**config.mk**
```make
export PLATFORM = sky130hd
export DESIGN_NAME = ini_line_tokenizer
export DESIGN_NICKNAME = d
export VERILOG_FILES = /design/src/ilt_pkg.sv /design/src/ilt_ctrl.sv /design/src/ilt_dp.sv /design/src/ini_line_tokenizer.sv
export SDC_FILE = /design/constraint.sdc
export NUM_CORES = 1
export LEC_CHECK = 0
export BUFFER_PORTS_ARGS = -buffer_cell sky130_fd_sc_hd__buf_4
export CAP_MARGIN = 15
export CORE_MARGIN = 5
export CORE_UTILIZATION = 40
export CTS_BUF_LIST = sky130_fd_sc_hd__clkbuf_2 sky130_fd_sc_hd__clkbuf_4 sky130_fd_sc_hd__clkbuf_8
export DETAILED_ROUTE_END_ITERATION = 12
export PLACE_DENSITY = 0.55
export SYNTH_ARGS = -nofsm -noshare
export SYNTH_HDL_FRONTEND = slang
export SYNTH_SLANG_ARGS = --single-unit
```
**constraint.sdc**
```tcl
create_clock -name aclk -period 10.9 [get_ports aclk]
set_input_delay 1.09 -clock aclk [delete_from_list [all_inputs] [get_ports aclk]]
set_output_delay 1.09 -clock aclk [all_outputs]
set_load 0.005 [all_outputs]
```
**src/ilt_pkg.sv**
```systemverilog
// Shared types, character codes and helpers for the INI line tokenizer.
`default_nettype none
package ilt_pkg;

    // Character codes that steer the parser.
    localparam logic [7:0] CH_NUL    = 8'h00;
    localparam logic [7:0] CH_TAB    = 8'h09;
    localparam logic [7:0] CH_LF     = 8'h0A;
    localparam logic [7:0] CH_CR     = 8'h0D;
    localparam logic [7:0] CH_SPACE  = 8'h20;
    localparam logic [7:0] CH_QUOTE  = 8'h22;
    localparam logic [7:0] CH_HASH   = 8'h23;
    localparam logic [7:0] CH_SEMI   = 8'h3B;
    localparam logic [7:0] CH_EQUALS = 8'h3D;
    localparam logic [7:0] CH_LBRACK = 8'h5B;
    localparam logic [7:0] CH_BSLASH = 8'h5C;
    localparam logic [7:0] CH_RBRACK = 8'h5D;
    localparam logic [7:0] CH_LOW_N  = 8'h6E;
    localparam logic [7:0] CH_LOW_R  = 8'h72;
    localparam logic [7:0] CH_LOW_T  = 8'h74;

    // Token kinds on the result stream.
    localparam logic [1:0] KIND_SECTION = 2'd0;
    localparam logic [1:0] KIND_KEY     = 2'd1;
    localparam logic [1:0] KIND_VALUE   = 2'd2;
    localparam logic [1:0] KIND_REPORT  = 2'd3;

    // Parser phase within a line.
    typedef enum logic [3:0] {
        PH_IDLE,
        PH_SECTION,
        PH_KEY,
        PH_VSKIP,
        PH_PLAIN,
        PH_QUOTED,
        PH_ESCAPE,
        PH_DISCARD
    } phase_t;

    // What a byte asks to be flushed.
    typedef enum logic [1:0] {
        FL_NONE,
        FL_SECTION,
        FL_PAIR,
        FL_REPORT
    } flush_t;

    // Controller states.
    typedef enum logic [1:0] {
        ST_IDLE,
        ST_LEAD,
        ST_READ,
        ST_EMIT
    } ctrl_state_t;

    // Commands from the controller to the datapath.
    typedef struct packed {
        logic step;
        logic load_lead;
        logic load_byte;
    } ilt_cmd_t;

    // Status from the datapath to the controller.
    typedef struct packed {
        flush_t step_flush;
        flush_t flush_mode;
        logic   key_empty;
        logic   idx_last;
        logic   out_free;
    } ilt_status_t;

    // Space, tab or carriage return.
    function automatic logic is_blank(input logic [7:0] c);
        is_blank = (c == CH_SPACE) || (c == CH_TAB) || (c == CH_CR);
    endfunction

    // Character that follows a backslash inside quotes.
    function automatic logic [7:0] map_escape(input logic [7:0] c);
        case (c)
            CH_LOW_R: map_escape = CH_CR;
            CH_LOW_N: map_escape = CH_LF;
            CH_LOW_T: map_escape = CH_TAB;
            default:  map_escape = c;
        endcase
    endfunction

endpackage
`default_nettype wire

```
**src/ilt_ctrl.sv**
```systemverilog
// Controller state machine: accepts bytes and sequences the token flush.
`default_nettype none
module ilt_ctrl
    import ilt_pkg::*;
(
    input  wire logic        aclk,
    input  wire logic        aresetn,
    input  wire logic        s_tvalid,
    output logic             s_tready,
    input  wire ilt_status_t status,
    output ilt_cmd_t         cmd
);

    ctrl_state_t state_reg, state_next;

    // State register.
    always_ff @(posedge aclk) begin
        if (!aresetn) begin
            state_reg <= ST_IDLE;
        end else begin
            state_reg <= state_next;
        end
    end

    // Next state.
    always_comb begin
        state_next = state_reg;
        case (state_reg)
            ST_IDLE: begin
                if (s_tvalid) begin
                    case (status.step_flush)
                        FL_REPORT:  state_next = ST_LEAD;
                        FL_SECTION: state_next = ST_READ;
                        FL_PAIR:    state_next = ST_LEAD;
                        default:    state_next = ST_IDLE;
                    endcase
                end
            end
            ST_LEAD: begin
                if (status.flush_mode == FL_PAIR && !status.key_empty) begin
                    state_next = ST_READ;
                end else if (status.out_free) begin
                    state_next = (status.flush_mode == FL_REPORT) ? ST_IDLE : ST_READ;
                end
            end
            ST_READ: state_next = ST_EMIT;
            ST_EMIT: begin
                if (status.out_free) begin
                    state_next = status.idx_last ? ST_IDLE : ST_READ;
                end
            end
            default: state_next = ST_IDLE;
        endcase
    end

    // Outputs.
    always_comb begin
        s_tready      = 1'b0;
        cmd.step      = 1'b0;
        cmd.load_lead = 1'b0;
        cmd.load_byte = 1'b0;
        case (state_reg)
            ST_IDLE: begin
                s_tready = 1'b1;
                cmd.step = s_tvalid;
            end
            ST_LEAD: begin
                // A pair with a non-empty key has no leading empty-key result.
                cmd.load_lead = status.out_free &&
                                !(status.flush_mode == FL_PAIR && !status.key_empty);
            end
            ST_EMIT: cmd.load_byte = status.out_free;
            default: ;
        endcase
    end

endmodule
`default_nettype wire

```
**src/ilt_dp.sv**
```systemverilog
// Datapath: parser state, line store and the output register.
`default_nettype none
module ilt_dp
    import ilt_pkg::*;
#(
    parameter int LINE_BYTES = 60
) (
    input  wire logic        aclk,
    input  wire logic        aresetn,
    input  wire logic [7:0]  in_byte,
    input  wire logic        end_of_data,
    input  wire ilt_cmd_t    cmd,
    output ilt_status_t      status,
    input  wire logic        m_tready,
    output logic             m_tvalid,
    output logic [7:0]       m_tdata,
    output logic [3:0]       m_tuser,
    output logic             m_tlast
);

    localparam int AW = $clog2(LINE_BYTES);
    localparam int CW = $clog2(LINE_BYTES + 1);
    localparam logic [CW:0] LB = (CW + 1)'(LINE_BYTES);

    logic [7:0] line_mem [LINE_BYTES];
    logic [7:0] rd_data_reg;

    phase_t      phase_reg, n_phase, r_phase;
    logic [CW-1:0] sec_reg, key_reg, kt_reg, vl_reg, vt_reg;
    logic [CW-1:0] n_sec, n_key, n_kt, n_vl, n_vt;
    logic        ovf_reg, n_ovf;
    flush_t      fl;
    logic        we;
    logic [AW-1:0] waddr;
    logic [7:0]  wdata;
    logic [CW:0] pos_key, pos_val, pos_sec;

    flush_t      mode_reg;
    logic [CW-1:0] split_reg, total_reg, idx_reg;
    logic [CW:0] pair_total;

    logic        m_valid_reg;
    logic [7:0]  m_data_reg;
    logic [3:0]  m_user_reg;
    logic        m_last_reg;
    logic [1:0]  byte_kind;
    logic        byte_end, byte_last;

    // One parser step for the accepted byte.
    always_comb begin
        n_phase = phase_reg;
        n_sec   = sec_reg;
        n_key   = key_reg;
        n_kt    = kt_reg;
        n_vl    = vl_reg;
        n_vt    = vt_reg;
        n_ovf   = ovf_reg;
        fl      = FL_NONE;
        we      = 1'b0;
        waddr   = '0;
        wdata   = in_byte;
        pos_key = {1'b0, key_reg};
        pos_val = {1'b0, key_reg} + {1'b0, vl_reg};
        pos_sec = {1'b0, sec_reg};
        case (phase_reg)
            PH_IDLE: begin
                if (in_byte == CH_LBRACK) begin
                    we      = 1'b1;
                    n_sec   = CW'(1);
                    n_phase = PH_SECTION;
                end else if (in_byte == CH_SEMI || in_byte == CH_HASH) begin
                    n_phase = PH_DISCARD;
                end else if (in_byte == CH_EQUALS) begin
                    n_key   = '0;
                    n_kt    = '0;
                    n_vl    = '0;
                    n_vt    = '0;
                    n_phase = PH_VSKIP;
                end else if (!(is_blank(in_byte) || in_byte == CH_LF || in_byte == CH_NUL)) begin
                    we      = 1'b1;
                    n_key   = CW'(1);
                    n_kt    = CW'(1);
                    n_vl    = '0;
                    n_vt    = '0;
                    n_phase = PH_KEY;
                end
            end
            PH_SECTION: begin
                if (in_byte == CH_RBRACK || in_byte == CH_LF || in_byte == CH_NUL) begin
                    fl      = FL_SECTION;
                    n_phase = PH_IDLE;
                end else if (pos_sec < LB) begin
                    we    = 1'b1;
                    waddr = pos_sec[AW-1:0];
                    n_sec = sec_reg + CW'(1);
                end else begin
                    n_ovf   = 1'b1;
                    n_phase = PH_DISCARD;
                end
            end
            PH_KEY: begin
                if (in_byte == CH_EQUALS) begin
                    n_key   = kt_reg;
                    n_vl    = '0;
                    n_vt    = '0;
                    n_phase = PH_VSKIP;
                end else if (in_byte == CH_LF) begin
                    n_phase = PH_IDLE;
                end else if (in_byte == CH_NUL) begin
                    n_phase = PH_DISCARD;
                end else if (pos_key < LB) begin
                    we    = 1'b1;
                    waddr = pos_key[AW-1:0];
                    n_key = key_reg + CW'(1);
                    if (!is_blank(in_byte)) begin
                        n_kt = key_reg + CW'(1);
                    end
                end else begin
                    n_ovf   = 1'b1;
                    n_phase = PH_DISCARD;
                end
            end
            PH_VSKIP: begin
                if (is_blank(in_byte)) begin
                    n_phase = PH_VSKIP;
                end else if (in_byte == CH_LF) begin
                    n_phase = PH_IDLE;
                end else if (in_byte == CH_NUL) begin
                    n_phase = PH_DISCARD;
                end else if (in_byte == CH_QUOTE) begin
                    n_vl    = '0;
                    n_phase = PH_QUOTED;
                end else if (pos_key < LB) begin
                    we      = 1'b1;
                    waddr   = pos_key[AW-1:0];
                    n_vl    = CW'(1);
                    n_vt    = CW'(1);
                    n_phase = PH_PLAIN;
                end else begin
                    n_ovf   = 1'b1;
                    n_phase = PH_DISCARD;
                end
            end
            PH_PLAIN: begin
                if (in_byte == CH_LF || in_byte == CH_NUL) begin
                    fl      = FL_PAIR;
                    n_phase = PH_IDLE;
                end else if (pos_val < LB) begin
                    we    = 1'b1;
                    waddr = pos_val[AW-1:0];
                    n_vl  = vl_reg + CW'(1);
                    if (!is_blank(in_byte)) begin
                        n_vt = vl_reg + CW'(1);
                    end
                end else begin
                    n_ovf   = 1'b1;
                    n_phase = PH_DISCARD;
                end
            end
            PH_QUOTED: begin
                if (in_byte == CH_QUOTE || in_byte == CH_CR || in_byte == CH_LF) begin
                    n_vt    = vl_reg;
                    fl      = (vl_reg != '0) ? FL_PAIR : FL_NONE;
                    n_phase = (in_byte == CH_LF) ? PH_IDLE : PH_DISCARD;
                end else if (in_byte == CH_BSLASH) begin
                    n_phase = PH_ESCAPE;
                end else if (pos_val < LB) begin
                    we    = 1'b1;
                    waddr = pos_val[AW-1:0];
                    n_vl  = vl_reg + CW'(1);
                end else begin
                    n_ovf   = 1'b1;
                    n_phase = PH_DISCARD;
                end
            end
            PH_ESCAPE: begin
                if (in_byte == CH_CR || in_byte == CH_NUL || in_byte == CH_LF) begin
                    n_vt    = vl_reg;
                    fl      = (vl_reg != '0) ? FL_PAIR : FL_NONE;
                    n_phase = (in_byte == CH_LF) ? PH_IDLE : PH_DISCARD;
                end else if (pos_val < LB) begin
                    we      = 1'b1;
                    waddr   = pos_val[AW-1:0];
                    wdata   = map_escape(in_byte);
                    n_vl    = vl_reg + CW'(1);
                    n_phase = PH_QUOTED;
                end else begin
                    n_ovf   = 1'b1;
                    n_phase = PH_DISCARD;
                end
            end
            PH_DISCARD: begin
                if (in_byte == CH_LF) begin
                    fl      = ovf_reg ? FL_REPORT : FL_NONE;
                    n_ovf   = 1'b0;
                    n_phase = PH_IDLE;
                end
            end
            default: n_phase = PH_IDLE;
        endcase

        // End of data settles whatever is pending.
        if (end_of_data) begin
            case (n_phase)
                PH_SECTION: fl = FL_SECTION;
                PH_PLAIN:   fl = FL_PAIR;
                PH_QUOTED, PH_ESCAPE: begin
                    n_vt = n_vl;
                    fl   = (n_vl != '0) ? FL_PAIR : FL_NONE;
                end
                PH_DISCARD: begin
                    if (n_ovf) begin
                        fl = FL_REPORT;
                    end
                end
                default: ;
            endcase
        end
    end

    assign r_phase    = end_of_data ? PH_IDLE : n_phase;
    assign pair_total = {1'b0, n_key} + {1'b0, n_vt};

    // Parser state and flush bookkeeping.
    always_ff @(posedge aclk) begin
        if (!aresetn) begin
            phase_reg <= PH_IDLE;
            sec_reg   <= '0;
            key_reg   <= '0;
            kt_reg    <= '0;
            vl_reg    <= '0;
            vt_reg    <= '0;
            ovf_reg   <= 1'b0;
            mode_reg  <= FL_NONE;
        end else if (cmd.step) begin
            phase_reg <= r_phase;
            sec_reg   <= end_of_data ? '0 : n_sec;
            key_reg   <= end_of_data ? '0 : n_key;
            kt_reg    <= end_of_data ? '0 : n_kt;
            vl_reg    <= end_of_data ? '0 : n_vl;
            vt_reg    <= end_of_data ? '0 : n_vt;
            ovf_reg   <= end_of_data ? 1'b0 : n_ovf;
            mode_reg  <= fl;
        end
    end

    // Flush lengths and the read index.
    always_ff @(posedge aclk) begin
        if (cmd.step) begin
            split_reg <= (fl == FL_SECTION) ? n_sec : n_key;
            total_reg <= (fl == FL_SECTION) ? n_sec : pair_total[CW-1:0];
            idx_reg   <= '0;
        end else if (cmd.load_byte) begin
            idx_reg   <= idx_reg + CW'(1);
        end
    end

    // Line store: one write port, one registered read port.
    always_ff @(posedge aclk) begin
        if (cmd.step && we) begin
            line_mem[waddr] <= wdata;
        end
        rd_data_reg <= line_mem[idx_reg[AW-1:0]];
    end

    // Fields of a byte result.
    assign byte_last = (idx_reg + CW'(1)) == total_reg;
    assign byte_end  = byte_last || (mode_reg == FL_PAIR && (idx_reg + CW'(1)) == split_reg);
    assign byte_kind = (mode_reg == FL_SECTION) ? KIND_SECTION :
                       (idx_reg < split_reg) ? KIND_KEY : KIND_VALUE;

    // Output register.
    always_ff @(posedge aclk) begin
        if (!aresetn) begin
            m_valid_reg <= 1'b0;
        end else if (cmd.load_lead || cmd.load_byte) begin
            m_valid_reg <= 1'b1;
        end else if (m_tready) begin
            m_valid_reg <= 1'b0;
        end
        if (cmd.load_lead) begin
            m_data_reg <= 8'h00;
            m_user_reg <= {1'b1, 1'b0,
                           (mode_reg == FL_REPORT) ? KIND_REPORT : KIND_KEY};
            m_last_reg <= (mode_reg == FL_REPORT);
        end else if (cmd.load_byte) begin
            m_data_reg <= rd_data_reg;
            m_user_reg <= {byte_end, 1'b1, byte_kind};
            m_last_reg <= byte_last;
        end
    end

    assign m_tvalid = m_valid_reg;
    assign m_tdata  = m_data_reg;
    assign m_tuser  = m_user_reg;
    assign m_tlast  = m_last_reg;

    assign status.step_flush = fl;
    assign status.flush_mode = mode_reg;
    assign status.key_empty  = (split_reg == '0);
    assign status.idx_last   = byte_last;
    assign status.out_free   = !m_valid_reg || m_tready;

endmodule
`default_nettype wire

```
**src/ini_line_tokenizer.sv**
```systemverilog
// Top level of the INI line tokenizer.
//
// Takes INI text one byte per input transaction and returns section, key and
// value token bytes and line overflow reports. A byte that settles no token
// does not hold the input. A byte that closes a section is followed, for each
// result, by a read of the line store and then the load of the output
// register. A byte that closes a key and value pair, or that raises an
// overflow report, is followed by the leading result slot, which carries the
// empty-key result or the report where there is one, and then by the same
// read and load for each buffered byte. The input is held for the whole
// flush, and further while the receiver stalls. The output register lets a
// finished result wait for the receiver while the next byte is accepted.
// Lines longer than LINE_BYTES are dropped and reported once.
`default_nettype none
module ini_line_tokenizer
    import ilt_pkg::*;
#(
    parameter int LINE_BYTES = 60
) (
    input  wire logic       aclk,
    input  wire logic       aresetn,
    input  wire logic       s_tvalid,
    output logic            s_tready,
    input  wire logic [7:0] s_tdata,   // in_byte
    input  wire logic       s_tlast,   // end_of_data
    output logic            m_tvalid,
    input  wire logic       m_tready,
    output logic [7:0]      m_tdata,   // out_byte
    output logic [3:0]      m_tuser,   // token_kind[1:0], has_byte, token_end
    output logic            m_tlast    // run_last
);

    ilt_cmd_t    cmd;
    ilt_status_t status;

    // Controller.
    ilt_ctrl u_ctrl (
        .aclk     (aclk),
        .aresetn  (aresetn),
        .s_tvalid (s_tvalid),
        .s_tready (s_tready),
        .status   (status),
        .cmd      (cmd)
    );

    // Datapath.
    ilt_dp #(
        .LINE_BYTES (LINE_BYTES)
    ) u_dp (
        .aclk        (aclk),
        .aresetn     (aresetn),
        .in_byte     (s_tdata),
        .end_of_data (s_tlast),
        .cmd         (cmd),
        .status      (status),
        .m_tready    (m_tready),
        .m_tvalid    (m_tvalid),
        .m_tdata     (m_tdata),
        .m_tuser     (m_tuser),
        .m_tlast     (m_tlast)
    );

endmodule
`default_nettype wire

```
# Word-level counts from Yosys, hierarchy flattened
# Memories as Yosys holds them, arrays and structs flattened. A register that Yosys moved wholly into a read port is not among the register bits.
# Cells that the tools add are included.
totals:
  ram_bits: 480
  elab_cells: 293
  reg_bits: 71
  output_inout_bits: 15
  mem_count: 1
  in_bits: 13
memory_table:
  columns: ["name", "depth", "width", "rd", "rd_clocked_by_memory_dff", "write_ports", "line", "rtl"]
  rows:
  - ["u_dp.line_mem", 60, 8, 1, 1, 1, "ilt_dp.sv:25", "logic [7:0] line_mem [LINE_BYTES];"]
classes:
  eq_ne: 48
  n_addsub: 6
  n_reduce_logical: 35
  magnitude_cmp: 4
  muxes: 182
op_table:
  columns: ["cell", "count"]
  rows:
  - ["$mux 6", 74]
  - ["$pmux 6 s6", 3]
  - ["$mux 4", 21]
  - ["$eq 8x7->1 const B", 6]
  - ["$mux 1", 47]
  - ["$mux 2", 22]
  - ["$eq 8x6->1 const B", 5]
  - ["$pmux 6 s2", 3]
  - ["$eq 4x3->1 const B", 8]
  - ["$pmux 4 s8", 1]
  - ["$add 6x1->6 const B", 4]
  - ["$eq 8x4->1 const B", 3]
  - ["$mux 8", 3]
  - ["$pmux 8 s3", 1]
  - ["$ne 3x3->1 const B", 6]
  - ["$pmux 2 s4", 2]
  - ["$logic_or 1x1->1", 15]
  - ["$pmux 1 s7", 2]
  - ["$eq 2x2->1 const B", 6]
  - ["$eq 6x6->1", 2]
  - ["$lt 6x6->1 const B", 2]
  - ["$reduce_bool 6->1", 2]
  - ["$pmux 2 s5", 1]
  - ["$reduce_and 10->1", 1]
  - ["24 further kinds", 35]

# Logic depth before layout (Yosys ltp)
depth:
  ltp_word: 19
  mapped_depth: 19
  ltp_nobuf: 19

# Hierarchy
# A second synthesis with hierarchy kept.
unflattened:
  hier_cells: 1555
  hier_area_um2: 24691.2
by_module_without_submodules:
  columns: ["module", "cells_per_inst", "seq_area_each_um2", "area_per_inst_um2", "instances"]
  rows:
  - ["ilt_dp", 1534, 16105.4, 24532.3, 1]
  - ["ilt_ctrl", 21, 40.0, 158.9, 1]

# Worst setup path before layout
# OpenSTA, ideal clock, no wires.
synth_path:
  kind: "in2reg"
  startpoint: "input port s_tdata[7]"
  endpoint: "register u_dp.total_reg[5], data pin"
  path_slack_ns: 6.031
  stages: 17
  arrival_time_ns: 4.605
  path_buffers: 1
  setup_ns: 0.264
  required_time_ns: 10.636
  path_cell_list: "buf_4 > or4_4 > nor3_4 > a211o_1 > and4b_1 > o2111ai_2 > a211o_1 > a21oi_2 > mux2_2 > ha_1 > a21o_1 > a21oi_1 > o21bai_1 > a21oi_1 > xnor2_1 > xnor2_1 > mux2i_1"
synth_via:
  elab_chain_len: 16
  word_cells_on_any_way: 119
  classes_between: "1 x add/sub; 17 x eq/ne; 86 x mux; 15 x reduce/logical"
synth_rtl:
  columns: ["element", "line", "rtl"]
  rows:
  - ["start: declaration", "ini_line_tokenizer.sv:24", "input wire logic [7:0] s_tdata,"]
  - ["$eq 8x6->1 or $eq 8x4->1 (tied branches)", "ilt_pkg.sv:74", "is_blank = (c == CH_SPACE) || (c == CH_TAB) || (c == CH_CR);"]
  - ["$logic_or 1x1->1 (2 in a row)", "ilt_pkg.sv:74", null]
  - ["$logic_or 1x1->1 (2 in a row)", "ilt_dp.sv:79", "end else if (!(is_blank(in_byte) || in_byte == CH_LF || in_byte == CH_NUL)) begin"]
  - ["$mux 4 or $mux 6 (tied branches)", "ilt_dp.sv:79", null]
  - ["$mux 4 or $mux 6 (tied branches)", "ilt_dp.sv:73", "end else if (in_byte == CH_EQUALS) begin"]
  - ["$mux 4 or $mux 6 (tied branches)", "ilt_dp.sv:71", "end else if (in_byte == CH_SEMI || in_byte == CH_HASH) begin"]
  - ["$mux 4 or $mux 6 (tied branches)", "ilt_dp.sv:67", "if (in_byte == CH_LBRACK) begin"]
  - ["$pmux 4 s8 or $pmux 6 s6 (tied branches)", "ilt_dp.sv:65", "case (phase_reg)"]
  - ["$eq 4x3->1 or $reduce_bool 6->1 (tied branches)", "ilt_dp.sv:204, ilt_dp.sv:209", null]
  - ["$reduce_or 2->1 or $mux 2 (tied branches)", "ilt_dp.sv:204, ilt_dp.sv:209", null]
  - ["$mux 6 or $pmux 2 s4 (tied branches)", "ilt_dp.sv:204", "case (n_phase)"]
  - ["$mux 6 or $mux 2 (tied branches)", "ilt_dp.sv:203", "if (end_of_data) begin"]
  - ["$add 6x6->6 or $eq 2x1->1 (tied branches)", "ilt_dp.sv:222, ilt_dp.sv:251", null]
  - ["$mux 6 *", "ilt_dp.sv:251", "total_reg <= (fl == FL_SECTION) ? n_sec : pair_total[CW-1:0];"]
  - ["end signal: assignment", "ilt_dp.sv:251", null]
  - ["end: declaration", "ilt_dp.sv:39", "logic [CW-1:0] split_reg, total_reg, idx_reg;"]
# Every way passes the cells marked *; elsewhere a longest branch is shown, timed or not.
# A chain may end at the register's enable or synchronous reset.

# Worst setup path in the final report
layout_path:
  startpoint: "register u_dp.vl_reg[2]"
  endpoint: "register u_dp.total_reg[5], data pin"
layout_via:
  elab_chain_len: 12
  word_cells_on_any_way: 59
  classes_between: "3 x add/sub; 1 x order compare; 6 x eq/ne; 46 x mux; 3 x reduce/logical"
layout_rtl:
  columns: ["element", "line", "rtl"]
  rows:
  - ["start: declaration", "ilt_dp.sv:29", "logic [CW-1:0] sec_reg, key_reg, kt_reg, vl_reg, vt_reg;"]
  - ["start signal: assignment", "ilt_dp.sv:240", "vl_reg <= end_of_data ? '0 : n_vl;"]
  - ["$add 6x6->7 or $mux 6 (tied branches)", "ilt_dp.sv:63, ilt_dp.sv:133", null]
  - ["$lt 7x6->1 or $mux 6 (tied branches)", null, null]
  - ["$mux 4 (tied with other cells)", "ilt_dp.sv:148, ilt_dp.sv:167", null]
  - ["$mux 4 (tied with other cells)", "ilt_dp.sv:165", "end else if (in_byte == CH_BSLASH) begin"]
  - ["$mux 4 (tied with other cells)", "ilt_dp.sv:161", "if (in_byte == CH_QUOTE || in_byte == CH_CR || in_byte == CH_LF) begin"]
  - ["$pmux 4 s8 or $pmux 6 s6 (tied branches)", "ilt_dp.sv:65", null]
  - ["$eq 4x3->1 or $reduce_bool 6->1 (tied branches)", "ilt_dp.sv:204, ilt_dp.sv:209", null]
  - ["$reduce_or 2->1 or $mux 2 (tied branches)", "ilt_dp.sv:204, ilt_dp.sv:209", null]
  - ["$mux 6 or $pmux 2 s4 (tied branches)", "ilt_dp.sv:204", null]
  - ["$mux 6 or $mux 2 (tied branches)", "ilt_dp.sv:203", null]
  - ["$add 6x6->6 or $eq 2x1->1 (tied branches)", "ilt_dp.sv:222, ilt_dp.sv:251", null]
  - ["$mux 6 *", "ilt_dp.sv:251", null]
# Marks and branches as above.

==> results.ini <==
[grt]
track_usage = 0.185
grt_max_degree = 71
antenna_found_initial = 1
grt_pass1_vias = 14600
grt_pass1_wl_um = 94500
overflow = 0

[cells_and_area]
drive_above_1_share = 0.238
largest_reg_flops = 480
area.growth.synth_to_final_pct = 12.0
final_cell_mix = 495 x edfxtp_1, 152 x mux4_2, 126 x nor2_1, 100 x nand2_1, 98 x clkbuf_8
layout.nets = 1677
mostFrequentLayoutCell = edfxtp_1
post-route-util = 0.452

[synthesis]
synth_warnings = 0
synth_edf_count = 495
synth_area_leader_cell = edfxtp_1
synthFlopType = edfxtp_1
synth-seq-cells = 559
syn_avg_cell_area_sq_um = 15.8
synth_cell_types = 99
ys_seq_area_frac = 0.648
syn-cell-area_sq_um = 24900
synth_top_area_share = 0.596
ys_async_sr_fraction = 0
ys_top_cells_by_area = edfxtp_1 60%, mux4_2 14%, dfxtp_1 5.1%
synth_cells = 1581
synth_fp_nets = 1620

[die]
design.core.area_sq_um = 61700
die_w_um = 260
ios = 28
initial_core_util = 0.404
row_count = 91
die_h_um = 260
fp.dieArea_sq_um = 67400

[routing]
drtAntennaViolNets = 0
drt-initial-drc-count = 1291
route.detailed.drc = 0
firstDrtPassIters = 6
wl_per_cell_um = 24.4
via_per_inst = 5.65
wl_um = 62400
vias = 14400

[clock_network]
holdBufCountCts = 0
cts-root-buf = clkbuf_8
cts_resized = 0
cts_tree = yes
cts_setup_buffers = 0
insertion_delay_ns = 0.68
numCtsBuffers = 95
clock_path_buffers = 3
htree_levels = 3
cts.sinks = 559
clkTransAtPathRegs_ns = 0.06

[timing]
worstMarginPinSlew_ns = 1.00
post-route-period-util = 0.495
clock_skew_ns = 0.0473
drv_slew = 0
period_needed_ns = 5.39
fmax_mhz = 185
final-setup-viol-count = 0
rsz0062_at_grt = no
finalSetupTns_ns = 0
hold_viol_final = 0
max_slew_margin = 0.328

[setup_path]
cp-start-kind = register
critPathKind = register to register
slowest_stage = dfxtp_1
endpoint_kind = register
crit_family = compound AO/OA/AOI/OAI gates
slowest_delay_ns = 0.67
worstPathCellList = ha_1 > or2_1 > a311oi_2 > mux2i_1 > a22o_1 > o2111ai_2 > a211o_1 > a21oi_2 > mux2_2 > ha_1 > a21o_1 > a21oi_1 > o21bai_1 > a21oi_1 > xnor2_1 > xnor2_1 > mux2i_1
cp_max_fo = 12
arrival_ns = 5.78
required_ns = 11.29
critPathBufInv = 0

[min_path]
min_path_type = register to register

[place]
portBuffers = 27
place_hpwl_um = 39400
globalplace.congestion = 0.881

[power_and_ir_drop]
max-vdd-ir-drop_uv = 80.7
p_leak_nw = 8.74
powerDensity_nw_per_um2 = 159

[status]
status = finished clean

[run]
timing.max_cap.violations = 0

-- layout make-up --
type | instances | area (sq um)
diodes | 1 | 2.50
clock buffers | 140 | 1660
clock inverters | 39 | 240
fillers | 5523 | 33800
inverters | 23 | 86.3
multi-input cells | 906 | 8300
flip-flops and latches | 559 | 16200
well taps | 837 | 1050
repair buffers | 53 | 423
-- per-layer routing --
layer / vias to the layer above / part of all wire / routed length [um] / GRT usage
li1: 6420 / - / - / -
met1: 7477 / 0.45 / 28100 / 0.265
met2: 443 / 0.47 / 29600 / 0.294
met3: 102 / 0.052 / 3260 / 0.0343
met4: 0 / 0.023 / 1430 / 0.0483
met5: - / 0 / 0 / 0
-- tightest hold or removal path, stage by stage, from the launching register on --
cell	delay, ns
dfxtp_1	0.29
nand2_1	0.04
a21oi_1	0.05
-- metrics by stage --
| step | hold slack, ns | setup WS [ns] | std cells | total power [mW] | cell area, sq um |
|---|---|---|---|---|---|
| 3_5_place_dp | 0.428 | 5.06 | 2376 | 2.62 | 26000 |
| 6_report | 0.433 | 5.51 | 2558 | 4.43 | 27900 |
| 5_1_grt | 0.468 | 5.23 | 2558 | 4.59 | 27900 |
| 4_1_cts | 0.439 | 5.55 | 2555 | 4.47 | 27900 |
| 3_3_place_gp | 0.420 | 5.18 | 2376 | 2.61 | 26000 |
| 2_1_floorplan | 0.417 | 6.03 | 1581 | 2.53 | 24900 |
-- cells by family (layout without fill, tap and decap cells) --
group,count (synthesis),after routing,synth area share
AO/OA/AOI/OAI,233,233,0.0653
XOR/XNOR,37,37,0.0130
adder cells (fa/ha/maj),26,26,0.0137
buffers and inverters,116,255,0.0202
flip-flops,559,559,0.648
multiplexers,180,180,0.149
other,0,1,0
AND/OR/NAND/NOR,430,430,0.0909
-- path summary, 6_finish.rpt --
check	from	endpoint	slack [ns]	cells past startpoint
max	u_dp.vl_reg[2]	u_dp.total_reg[5]	5.51	17
min	u_dp.rd_data_reg[0]	u_dp.m_tdata[0]	0.43	2
min reg2reg	u_dp.rd_data_reg[0]	u_dp.m_tdata[0]	0.43	2
max reg2reg	u_dp.vl_reg[2]	u_dp.total_reg[5]	5.51	17
-- synth_stat cells, types with 5 or more instances --
cell type and instances:
nor3_1 17, a21oi_1 49, a211oi_1 8, mux4_2 152
nand4_1 10, a211o_1 7, a22oi_1 20, ha_1 24
nand2b_1 19, dfxtp_1 64, a21boi_0 6, buf_6 5
nor2_1 126, and2_1 19, clkbuf_1 58, and3_1 9
buf_1 11, nand3_1 30, nor2b_1 38, a21o_1 6
xnor2_1 20, o21a_1 8, buf_2 16, a221o_1 5
nand3b_1 6, inv_1 23, nand2_1 100, edfxtp_1 495
o21ai_0 48, xor2_1 17, mux2i_1 22, a31oi_1 6
a22o_1 5, mux2_2 5, o22ai_1 6
-- power by group --
part / switching, mW / internal [mW] / total [mW]
Clock: 0.845 / 1.01 / 1.86
Sequential: 0.0163 / 2.35 / 2.37
Combinational: 0.125 / 0.0752 / 0.200
No activity file was read; power rests on OpenSTA's default activity.
